## src/design/cbd_pkg.sv

```systemverilog
// ----------------------------------------------------------------------------
// cbd_pkg
// Shared types, codes and helpers of the chunked body decoder.
// ----------------------------------------------------------------------------
package cbd_pkg;

    localparam int SIZE_BITS = 32;
    localparam int CNT_BITS  = 33;
    localparam int MAX_BITS  = 32;
    localparam int SUM_BITS  = ((SIZE_BITS > CNT_BITS) ? SIZE_BITS : CNT_BITS) + 1;

    localparam logic [7:0] CH_CR   = 8'h0D;
    localparam logic [7:0] CH_LF   = 8'h0A;
    localparam logic [7:0] CH_SEMI = 8'h3B;

    typedef enum logic [2:0] {
        PH_SIZE    = 3'd0,
        PH_EXT     = 3'd1,
        PH_SIZE_LF = 3'd2,
        PH_DATA    = 3'd3,
        PH_DATA_CR = 3'd4,
        PH_DATA_LF = 3'd5,
        PH_TRAILER = 3'd6
    } t_phase;

    typedef enum logic [2:0] {
        ST_RUN      = 3'd0,
        ST_DONE     = 3'd1,
        ST_BAD_SIZE = 3'd2,
        ST_UNTERM   = 3'd3,
        ST_LIMIT    = 3'd4,
        ST_TRUNC    = 3'd5
    } t_status;

    // Trailer CRLFCRLF tracking: count of terminator bytes seen so far
    typedef enum logic [1:0] {
        TM_NONE = 2'd0,
        TM_CR1  = 2'd1,
        TM_LF1  = 2'd2,
        TM_CR2  = 2'd3
    } t_trail;

    typedef struct packed {
        logic       eos;
        logic [7:0] data_byte;
    } t_item;

    typedef struct packed {
        logic       body_valid;
        logic [7:0] body_byte;
        t_status    status;
    } t_result;

    // Bit 4 flags a hex digit, bits 3:0 carry its value
    function automatic logic [4:0] hex_digit(input logic [7:0] c);
        logic [4:0] r;
        r = 5'd0;
        if (c >= 8'h30 && c <= 8'h39) begin
            r = {1'b1, 4'(c - 8'h30)};
        end else if (c >= 8'h61 && c <= 8'h66) begin
            r = {1'b1, 4'(c - 8'h57)};
        end else if (c >= 8'h41 && c <= 8'h46) begin
            r = {1'b1, 4'(c - 8'h37)};
        end
        return r;
    endfunction

endpackage

```

## src/design/cbd_in_reg.sv

```systemverilog
// ----------------------------------------------------------------------------
// cbd_in_reg
// Input register: holds one accepted byte until the parser consumes it.
// ----------------------------------------------------------------------------
module cbd_in_reg
    import cbd_pkg::*;
(
    input  logic  i_clk,
    input  logic  i_rst_n,
    input  logic  i_valid,
    output logic  o_ready,
    input  t_item i_item,
    input  logic  i_advance,
    output logic  o_valid,
    output t_item o_item
);

    logic  r_valid;
    t_item r_item;

    assign o_ready = !r_valid || i_advance;
    assign o_valid = r_valid;
    assign o_item  = r_item;

    always_ff @(posedge i_clk) begin
        if (!i_rst_n) begin
            r_valid <= 1'b0;
        end else if (i_valid && o_ready) begin
            r_valid <= 1'b1;
        end else if (i_advance) begin
            r_valid <= 1'b0;
        end
    end

    always_ff @(posedge i_clk) begin
        if (i_valid && o_ready) begin
            r_item <= i_item;
        end
    end

endmodule

```

## src/design/cbd_engine.sv

```systemverilog
// ----------------------------------------------------------------------------
// cbd_engine
// Chunk framing state machine, size and byte counters, limit register.
// Produces one result per consumed byte.
// ----------------------------------------------------------------------------
module cbd_engine
    import cbd_pkg::*;
(
    input  logic                i_clk,
    input  logic                i_rst_n,
    input  logic                i_cfg_wr_en,
    input  logic [MAX_BITS-1:0] i_cfg_wr_data,
    input  logic                i_step,
    input  t_item               i_item,
    output t_result             o_result
);

    t_phase                 r_phase, n_phase;
    logic [SIZE_BITS-1:0]   r_size, n_size;
    logic [SIZE_BITS-1:0]   r_rem, n_rem;
    logic [CNT_BITS-1:0]    r_cnt, n_cnt;
    logic                   r_saw, n_saw;
    t_trail                 r_tm, n_tm;
    t_status                r_status, n_status;
    logic [MAX_BITS-1:0]    r_max;

    logic [4:0]             hex;
    logic [SUM_BITS-1:0]    total;
    logic                   over_limit;

    assign hex        = hex_digit(i_item.data_byte);
    assign total      = SUM_BITS'(r_cnt) + SUM_BITS'(r_size);
    assign over_limit = total > SUM_BITS'(r_max);

    always_ff @(posedge i_clk) begin
        if (!i_rst_n) begin
            r_max <= '1;
        end else if (i_cfg_wr_en) begin
            r_max <= i_cfg_wr_data;
        end
    end

    always_ff @(posedge i_clk) begin
        if (!i_rst_n) begin
            r_phase  <= PH_SIZE;
            r_size   <= '0;
            r_rem    <= '0;
            r_cnt    <= '0;
            r_saw    <= 1'b0;
            r_tm     <= TM_NONE;
            r_status <= ST_RUN;
        end else begin
            r_phase  <= n_phase;
            r_size   <= n_size;
            r_rem    <= n_rem;
            r_cnt    <= n_cnt;
            r_saw    <= n_saw;
            r_tm     <= n_tm;
            r_status <= n_status;
        end
    end

    always_comb begin
        n_phase  = r_phase;
        n_size   = r_size;
        n_rem    = r_rem;
        n_cnt    = r_cnt;
        n_saw    = r_saw;
        n_tm     = r_tm;
        n_status = r_status;
        o_result.body_valid = 1'b0;
        o_result.body_byte  = 8'd0;

        if (i_step && r_status == ST_RUN) begin
            if (i_item.eos) begin
                n_status = ST_TRUNC;
            end else begin
                case (r_phase)
                    PH_SIZE: begin
                        if (hex[4]) begin
                            // drop the size line once a further digit would overflow
                            if (r_size[SIZE_BITS-1 -: 4] != 4'd0) begin
                                n_status = ST_BAD_SIZE;
                            end else begin
                                n_size = {r_size[SIZE_BITS-5:0], hex[3:0]};
                                n_saw  = 1'b1;
                            end
                        end else if (i_item.data_byte == CH_SEMI && r_saw) begin
                            n_phase = PH_EXT;
                        end else if (i_item.data_byte == CH_CR && r_saw) begin
                            n_phase = PH_SIZE_LF;
                        end else begin
                            n_status = ST_BAD_SIZE;
                        end
                    end
                    PH_EXT: begin
                        if (i_item.data_byte == CH_CR) begin
                            n_phase = PH_SIZE_LF;
                        end
                    end
                    PH_SIZE_LF: begin
                        if (i_item.data_byte != CH_LF) begin
                            n_status = ST_BAD_SIZE;
                        end else if (r_size == '0) begin
                            // last chunk: its CRLF already counts toward CRLFCRLF
                            n_phase = PH_TRAILER;
                            n_tm    = TM_LF1;
                        end else if (over_limit) begin
                            n_status = ST_LIMIT;
                        end else begin
                            n_rem   = r_size;
                            n_phase = PH_DATA;
                        end
                    end
                    PH_DATA: begin
                        o_result.body_valid = 1'b1;
                        o_result.body_byte  = i_item.data_byte;
                        n_cnt = r_cnt + CNT_BITS'(1);
                        n_rem = r_rem - SIZE_BITS'(1);
                        if (r_rem == SIZE_BITS'(1)) begin
                            n_phase = PH_DATA_CR;
                        end
                    end
                    PH_DATA_CR: begin
                        if (i_item.data_byte == CH_CR) begin
                            n_phase = PH_DATA_LF;
                        end else begin
                            n_status = ST_UNTERM;
                        end
                    end
                    PH_DATA_LF: begin
                        if (i_item.data_byte == CH_LF) begin
                            n_phase = PH_SIZE;
                            n_size  = '0;
                            n_saw   = 1'b0;
                        end else begin
                            n_status = ST_UNTERM;
                        end
                    end
                    PH_TRAILER: begin
                        if (i_item.data_byte == CH_CR) begin
                            n_tm = (r_tm == TM_LF1) ? TM_CR2 : TM_CR1;
                        end else if (i_item.data_byte == CH_LF) begin
                            if (r_tm == TM_CR2) begin
                                n_status = ST_DONE;
                                n_tm     = TM_NONE;
                            end else begin
                                n_tm = (r_tm == TM_CR1) ? TM_LF1 : TM_NONE;
                            end
                        end else begin
                            n_tm = TM_NONE;
                        end
                    end
                    default: begin
                        n_phase = PH_SIZE;
                        n_size  = '0;
                        n_saw   = 1'b0;
                    end
                endcase
            end
        end

        o_result.status = n_status;
    end

endmodule

```

## src/design/cbd_out_reg.sv

```systemverilog
// ----------------------------------------------------------------------------
// cbd_out_reg
// Result register: holds one result until the downstream side takes it.
// ----------------------------------------------------------------------------
module cbd_out_reg
    import cbd_pkg::*;
(
    input  logic    i_clk,
    input  logic    i_rst_n,
    input  logic    i_load,
    input  t_result i_result,
    output logic    o_can_load,
    output logic    o_valid,
    input  logic    i_ready,
    output t_result o_result
);

    logic    r_valid;
    t_result r_result;

    assign o_can_load = !r_valid || i_ready;
    assign o_valid    = r_valid;
    assign o_result   = r_result;

    always_ff @(posedge i_clk) begin
        if (!i_rst_n) begin
            r_valid <= 1'b0;
        end else if (i_load) begin
            r_valid <= 1'b1;
        end else if (i_ready) begin
            r_valid <= 1'b0;
        end
    end

    always_ff @(posedge i_clk) begin
        if (i_load) begin
            r_result <= i_result;
        end
    end

endmodule

```

## src/design/chunked_body_decoder_core.sv

```systemverilog
// ----------------------------------------------------------------------------
// chunked_body_decoder_core
// Decodes a chunked transfer body byte by byte into payload bytes and status.
//
//   channel   direction  tdata                              tuser / tlast
//   s_axis    in         [7:0] data_byte                    tlast: end_of_stream
//   m_axis    out        [7:0] body_byte, [10:8] status     tuser: body_valid
//   cfg       in         i_cfg_wr_data: payload_limit       -
//
// One byte per cycle sustained while m_axis is ready; each transfer gives exactly
// one result. Path: input register, then parser into the result register.
// A stall on m_axis holds the result register and backs up through the
// input register to s_axis_tready.
// Reset clears the framing state, counters and status; the limit resets to
// all ones.
// ----------------------------------------------------------------------------
module chunked_body_decoder_core
    import cbd_pkg::*;
(
    input  logic                i_clk,
    input  logic                i_rst_n,
    input  logic                i_cfg_wr_en,
    input  logic [MAX_BITS-1:0] i_cfg_wr_data,
    input  logic                s_axis_tvalid,
    output logic                s_axis_tready,
    input  logic [7:0]          s_axis_tdata,   // [7:0] data_byte
    input  logic                s_axis_tlast,
    output logic                m_axis_tvalid,
    input  logic                m_axis_tready,
    output logic [15:0]         m_axis_tdata,   // [7:0] body_byte, [10:8] status
    output logic                m_axis_tuser    // [0] body_valid
);

    t_item   in_item;
    t_item   held_item;
    logic    held_valid;
    logic    advance;
    logic    can_load;
    t_result next_result;
    t_result out_result;

    assign in_item.data_byte = s_axis_tdata;
    assign in_item.eos       = s_axis_tlast;
    assign advance           = held_valid && can_load;

    cbd_in_reg u_in_reg (
        .i_clk     (i_clk),
        .i_rst_n   (i_rst_n),
        .i_valid   (s_axis_tvalid),
        .o_ready   (s_axis_tready),
        .i_item    (in_item),
        .i_advance (advance),
        .o_valid   (held_valid),
        .o_item    (held_item)
    );

    cbd_engine u_engine (
        .i_clk         (i_clk),
        .i_rst_n       (i_rst_n),
        .i_cfg_wr_en   (i_cfg_wr_en),
        .i_cfg_wr_data (i_cfg_wr_data),
        .i_step        (advance),
        .i_item        (held_item),
        .o_result      (next_result)
    );

    cbd_out_reg u_out_reg (
        .i_clk      (i_clk),
        .i_rst_n    (i_rst_n),
        .i_load     (advance),
        .i_result   (next_result),
        .o_can_load (can_load),
        .o_valid    (m_axis_tvalid),
        .i_ready    (m_axis_tready),
        .o_result   (out_result)
    );

    assign m_axis_tdata = {5'd0, out_result.status, out_result.body_byte};
    assign m_axis_tuser = out_result.body_valid;

endmodule
```

## config.mk

```make
export PLATFORM = sky130hd
export DESIGN_NAME = chunked_body_decoder_core
export DESIGN_NICKNAME = d
export VERILOG_FILES = /design/src/design/cbd_pkg.sv /design/src/design/cbd_in_reg.sv /design/src/design/cbd_engine.sv /design/src/design/cbd_out_reg.sv /design/src/design/chunked_body_decoder_core.sv
export SDC_FILE = /design/constraint.sdc
export NUM_CORES = 1
export LEC_CHECK = 0
export ABC_AREA = 0
export BUFFER_PORTS_ARGS = -buffer_cell sky130_fd_sc_hd__buf_2
export CAP_MARGIN = 30
export CORE_MARGIN = 10
export CORE_UTILIZATION = 60
export DETAILED_ROUTE_END_ITERATION = 8
export HOLD_SLACK_MARGIN = 0.15
export PLACE_DENSITY_LB_ADDON = 0.05
export SETUP_SLACK_MARGIN = 0.15
export SYNTH_ARGS = -nofsm -noshare
export SYNTH_HDL_FRONTEND = slang
export SYNTH_SLANG_ARGS = --single-unit
```

## constraint.sdc

```tcl
create_clock -name i_clk -period 9.4 [get_ports i_clk]
set_input_delay 0.94 -clock i_clk [delete_from_list [all_inputs] [get_ports i_clk]]
set_output_delay 0.94 -clock i_clk [all_outputs]
set_load 0.03 [all_outputs]
```

==> results.cfg <==
[sta]
holdWs_ns = 0.468
worstMarginPinSlew_ns = 0.977
relSlewSlack_pct = 34.6
setup_slack_ns = 2.98
clock_skew_ns = 0.0125
slew_violations = 0
fin_crit_sh_pct = 68.3
fin_setup_tns_ns = 0
rsz0062_at_grt = no
max_freq_ghz = 0.156
hold_violations = 0
setup_viol_count_final = 0
min_period_ns = 6.42

[yosys]
synth-edff-count = 21
avgSynthCellArea_um2 = 8.18
synth.distinct_cells = 76
yosys.area_share.simple_pct = 21.9
ys_warn_count = 0
async_reset_ff_share_pct = 0
synthCells = 1198
synth_area_um2 = 9800
synth_compound_gate_area_share_pct = 23.0
ys.flop_type = dfxtp_1
synth_top_family_by_area = compound AO/OA/AOI/OAI gates
synthMuxAreaShare_pct = 0.307
synthXorXnorAreaFrac_pct = 5.10
synth-adder-area-share_pct = 9.27
ys_seq_elements = 161
synth-seq-area-share_pct = 35.0

[route]
wirelength_um = 25000
firstDrtPassIters = 5
wl_per_cell_um = 17.2
remaining_drc_errors = 0
ant_nets = 0
drt_iter0_drc = 939
vias_per_cell = 6.13
via_count = 8914

[setup_path]
cp.arrival_ns = 6.70
critPathLaunchType = flop
crit_type = reg2reg
reg2reg_setup_slack_ns = 2.98
crit_fanout = 39
rr_worst_depth = 22
worstReg2RegEnd = u_engine.r_rem[10]$_SDFFE_PN0P_
required_ns = 9.67
r2r_start = u_engine.r_size[1]$_SDFFE_PN0P_
end_kind = flop

[min_path]
worstHoldPathType = reg2reg
min_delay_worst_endpoint = u_engine.r_rem[26]$_SDFFE_PN0P_
hold_start = u_engine.r_rem[26]$_SDFFE_PN0P_
hold_depth = 2

[placement]
numPortBuffers = 59
finalWeightedCongestion = 0.946
place.detailed.hpwl_um = 17800
pre_cts_ws_ns = 3.12
placed_area_um2 = 10100

[clock_network]
clkTransAtPathRegs_ns = 0.07
cts-root-buf = clkbuf_16
htreeDepth = 4
cts_setup_buffers = 0
clkLatencyLatePin_ns = 0.44
cts_hold_buf = 0
cts_tree = built
clkSinkCount = 161
cts-resized-gates = 0
clock_path_buffers = 2
cts_buffers = 17

[power_and_ir_drop]
swShare_pct = 23.7
p_comb_share_pct = 4.8
internal_power_mw = 1.19
clkPwrFrac_pct = 49.2
p_switching_mw = 0.371
cellPowerDensity_nw_per_um2 = 145
seqPwrFrac_pct = 46.0
p_leak_nw = 4.63
peakVddDrop_mv = 0.138

[finish]
multi_input_area_um2 = 5860
design_area_um2 = 10800
layout_common_cells = 153 x nor2_1, 140 x dfxtp_1, 110 x nand2_1
area_growth_pct = 10.0
drive_above_1_share_pct = 10.2
diodes = 0
final_net_count = 1342
fillers = 1384
regArea_um2 = 3430
mostFrequentLayoutCell = nor2_1

[global_route]
grt_use_total_pct = 22.4
grt_antenna_before_repair = 0
grt_max_degree = 87
grt_pass1_wl_um = 41000
grt_pass1_vias = 8219
grt_overflow = 0

[floorplanning]
start_util_pct = 61.5
die_h_um = 148
pin_count = 65
placement_rows = 46
core-area_um2 = 15900
die_area_um2 = 21800
die_w_um = 148

[run_status]
status = complete, no violations

[run]
maxCapViolations = 0
## worst max-delay path: stages, from the launching register on
cell and delay, ns:
dfxtp_1 0.45, ha_1 0.29, a211oi_1 0.32, o21ai_0 0.14, a21oi_1 0.31, o211ai_1 0.25, or2_2 0.35, a31oi_1 0.26
o21bai_1 0.10, a21o_1 0.22, a21boi_0 0.22, xnor2_1 0.10, ha_1 0.31, nand4_2 0.16, nor4_2 0.36, and4b_1 0.24
a32o_1 0.19, a221o_1 0.34, nor4_2 0.79, nor2_2 0.18, buf_4 0.31, o211ai_1 0.23, o21ai_0 0.13
## final cells by class
class,count,area share (%)
clock inverter,15,2.03
multi-input combinational,921,54.4
sequential,161,31.9
clock buffer,17,3.95
inverter,57,1.99
tap,216,2.51
timing repair buffer,66,3.30
## flip-flops by register name, indices dropped and copies added (netlist names)
signal	cells
u_engine.r_cnt	33
u_engine.r_max	32
u_engine.r_phase	3
u_engine.r_rem	32
u_engine.r_saw	1
u_engine.r_size	32
u_engine.r_status	3
u_engine.r_tm	2
u_in_reg.o_item	9
u_in_reg.o_valid	1
u_out_reg.o_result	12
u_out_reg.o_valid	1
## power by group through the flow
stage | clock network (mW) | logic [mW] | registers [mW]
floorplan | 0 | 0.0505 | 0.737
global placement | 0 | 0.0738 | 0.734
detailed placement | 0 | 0.0753 | 0.735
CTS | 0.777 | 0.0760 | 0.719
global route | 0.806 | 0.0858 | 0.720
finish | 0.769 | 0.0755 | 0.719
## how the worst max path moves through the flow
stage | startpoint | end | slack, ns | cells after the start
after floorplan | u_engine.r_cnt[1]$_SDFFE_PN0P_ | u_engine.r_rem[3]$_SDFFE_PN0P_ | 3.83 | 23
after global placement | u_engine.r_size[1]$_SDFFE_PN0P_ | u_engine.r_rem[1]$_SDFFE_PN0P_ | 3.42 | 22
after detailed placement | u_engine.r_cnt[1]$_SDFFE_PN0P_ | u_engine.r_rem[1]$_SDFFE_PN0P_ | 3.12 | 22
after CTS | u_engine.r_size[1]$_SDFFE_PN0P_ | u_engine.r_rem[10]$_SDFFE_PN0P_ | 3.06 | 22
after global routing | u_engine.r_size[1]$_SDFFE_PN0P_ | u_engine.r_rem[10]$_SDFFE_PN0P_ | 2.58 | 22
final | u_engine.r_size[1]$_SDFFE_PN0P_ | u_engine.r_rem[10]$_SDFFE_PN0P_ | 2.98 | 22
## stage by stage
stage / util [%] / instances / power [mW]
final: 67.6 / 1453 / 1.56
after global routing: 67.6 / 1453 / 1.61
after CTS: 67.6 / 1453 / 1.57
after detailed placement: 63.6 / 1421 / 0.810
after global placement: 63.5 / 1420 / 0.808
after floorplan: - / 1202 / 0.788
## cell usage after synthesis, drive strengths merged, types with 4 or more instances
cell    count  share of area [%]
o21bai      9               0.69
dfxtp     140                 29
and3        9               0.57
o22a        5               0.45
or2         6               0.38
ha         71                9.1
nand2b      6               0.38
a211oi     15                1.1
nand4      19                1.3
edfxtp     21                6.4
or4         5               0.42
o31ai       6               0.46
and2       15               0.96
o21a        8               0.61
a31oi      13               0.83
o211ai     45                3.4
nor4       21                1.5
clkbuf     49                2.1
a21o       15                1.1
nor3       36                1.8
nor2      154                5.9
o221a      11                1.3
nand2     111                4.3
and4        4               0.36
a21oi      95                4.9
a22oi      33                2.5
or3        14               0.89
xor2       26                2.3
buf        14                1.1
o32ai       6               0.54
xnor2      31                2.8
nor2b      10               0.64
o21ai      43                2.2
nand3      29                1.5
inv        57                2.2
## cell families (layout without fill, tap and decap cells)
| group | count (synthesis) | after routing |
|---|---|---|
| AO/OA/AOI/OAI | 334 | 334 |
| buffers and inverters | 120 | 155 |
| multiplexers | 3 | 3 |
| adder cells (fa/ha/maj) | 72 | 72 |
| AND/OR/NAND/NOR | 450 | 450 |
| XOR/XNOR | 57 | 57 |
| other | 1 | 5 |
| flip-flops | 161 | 161 |
## routing by layer
layer  share of wire (%)  wire length [µm]  GRT usage (%)
met5                   0                 0              0
met4                 1.8               446           6.19
met3                 5.6              1400           3.75
met2                  46             11600           36.0
met1                  46             11600           30.5
Note: power is estimated with default switching activity, not from simulation.
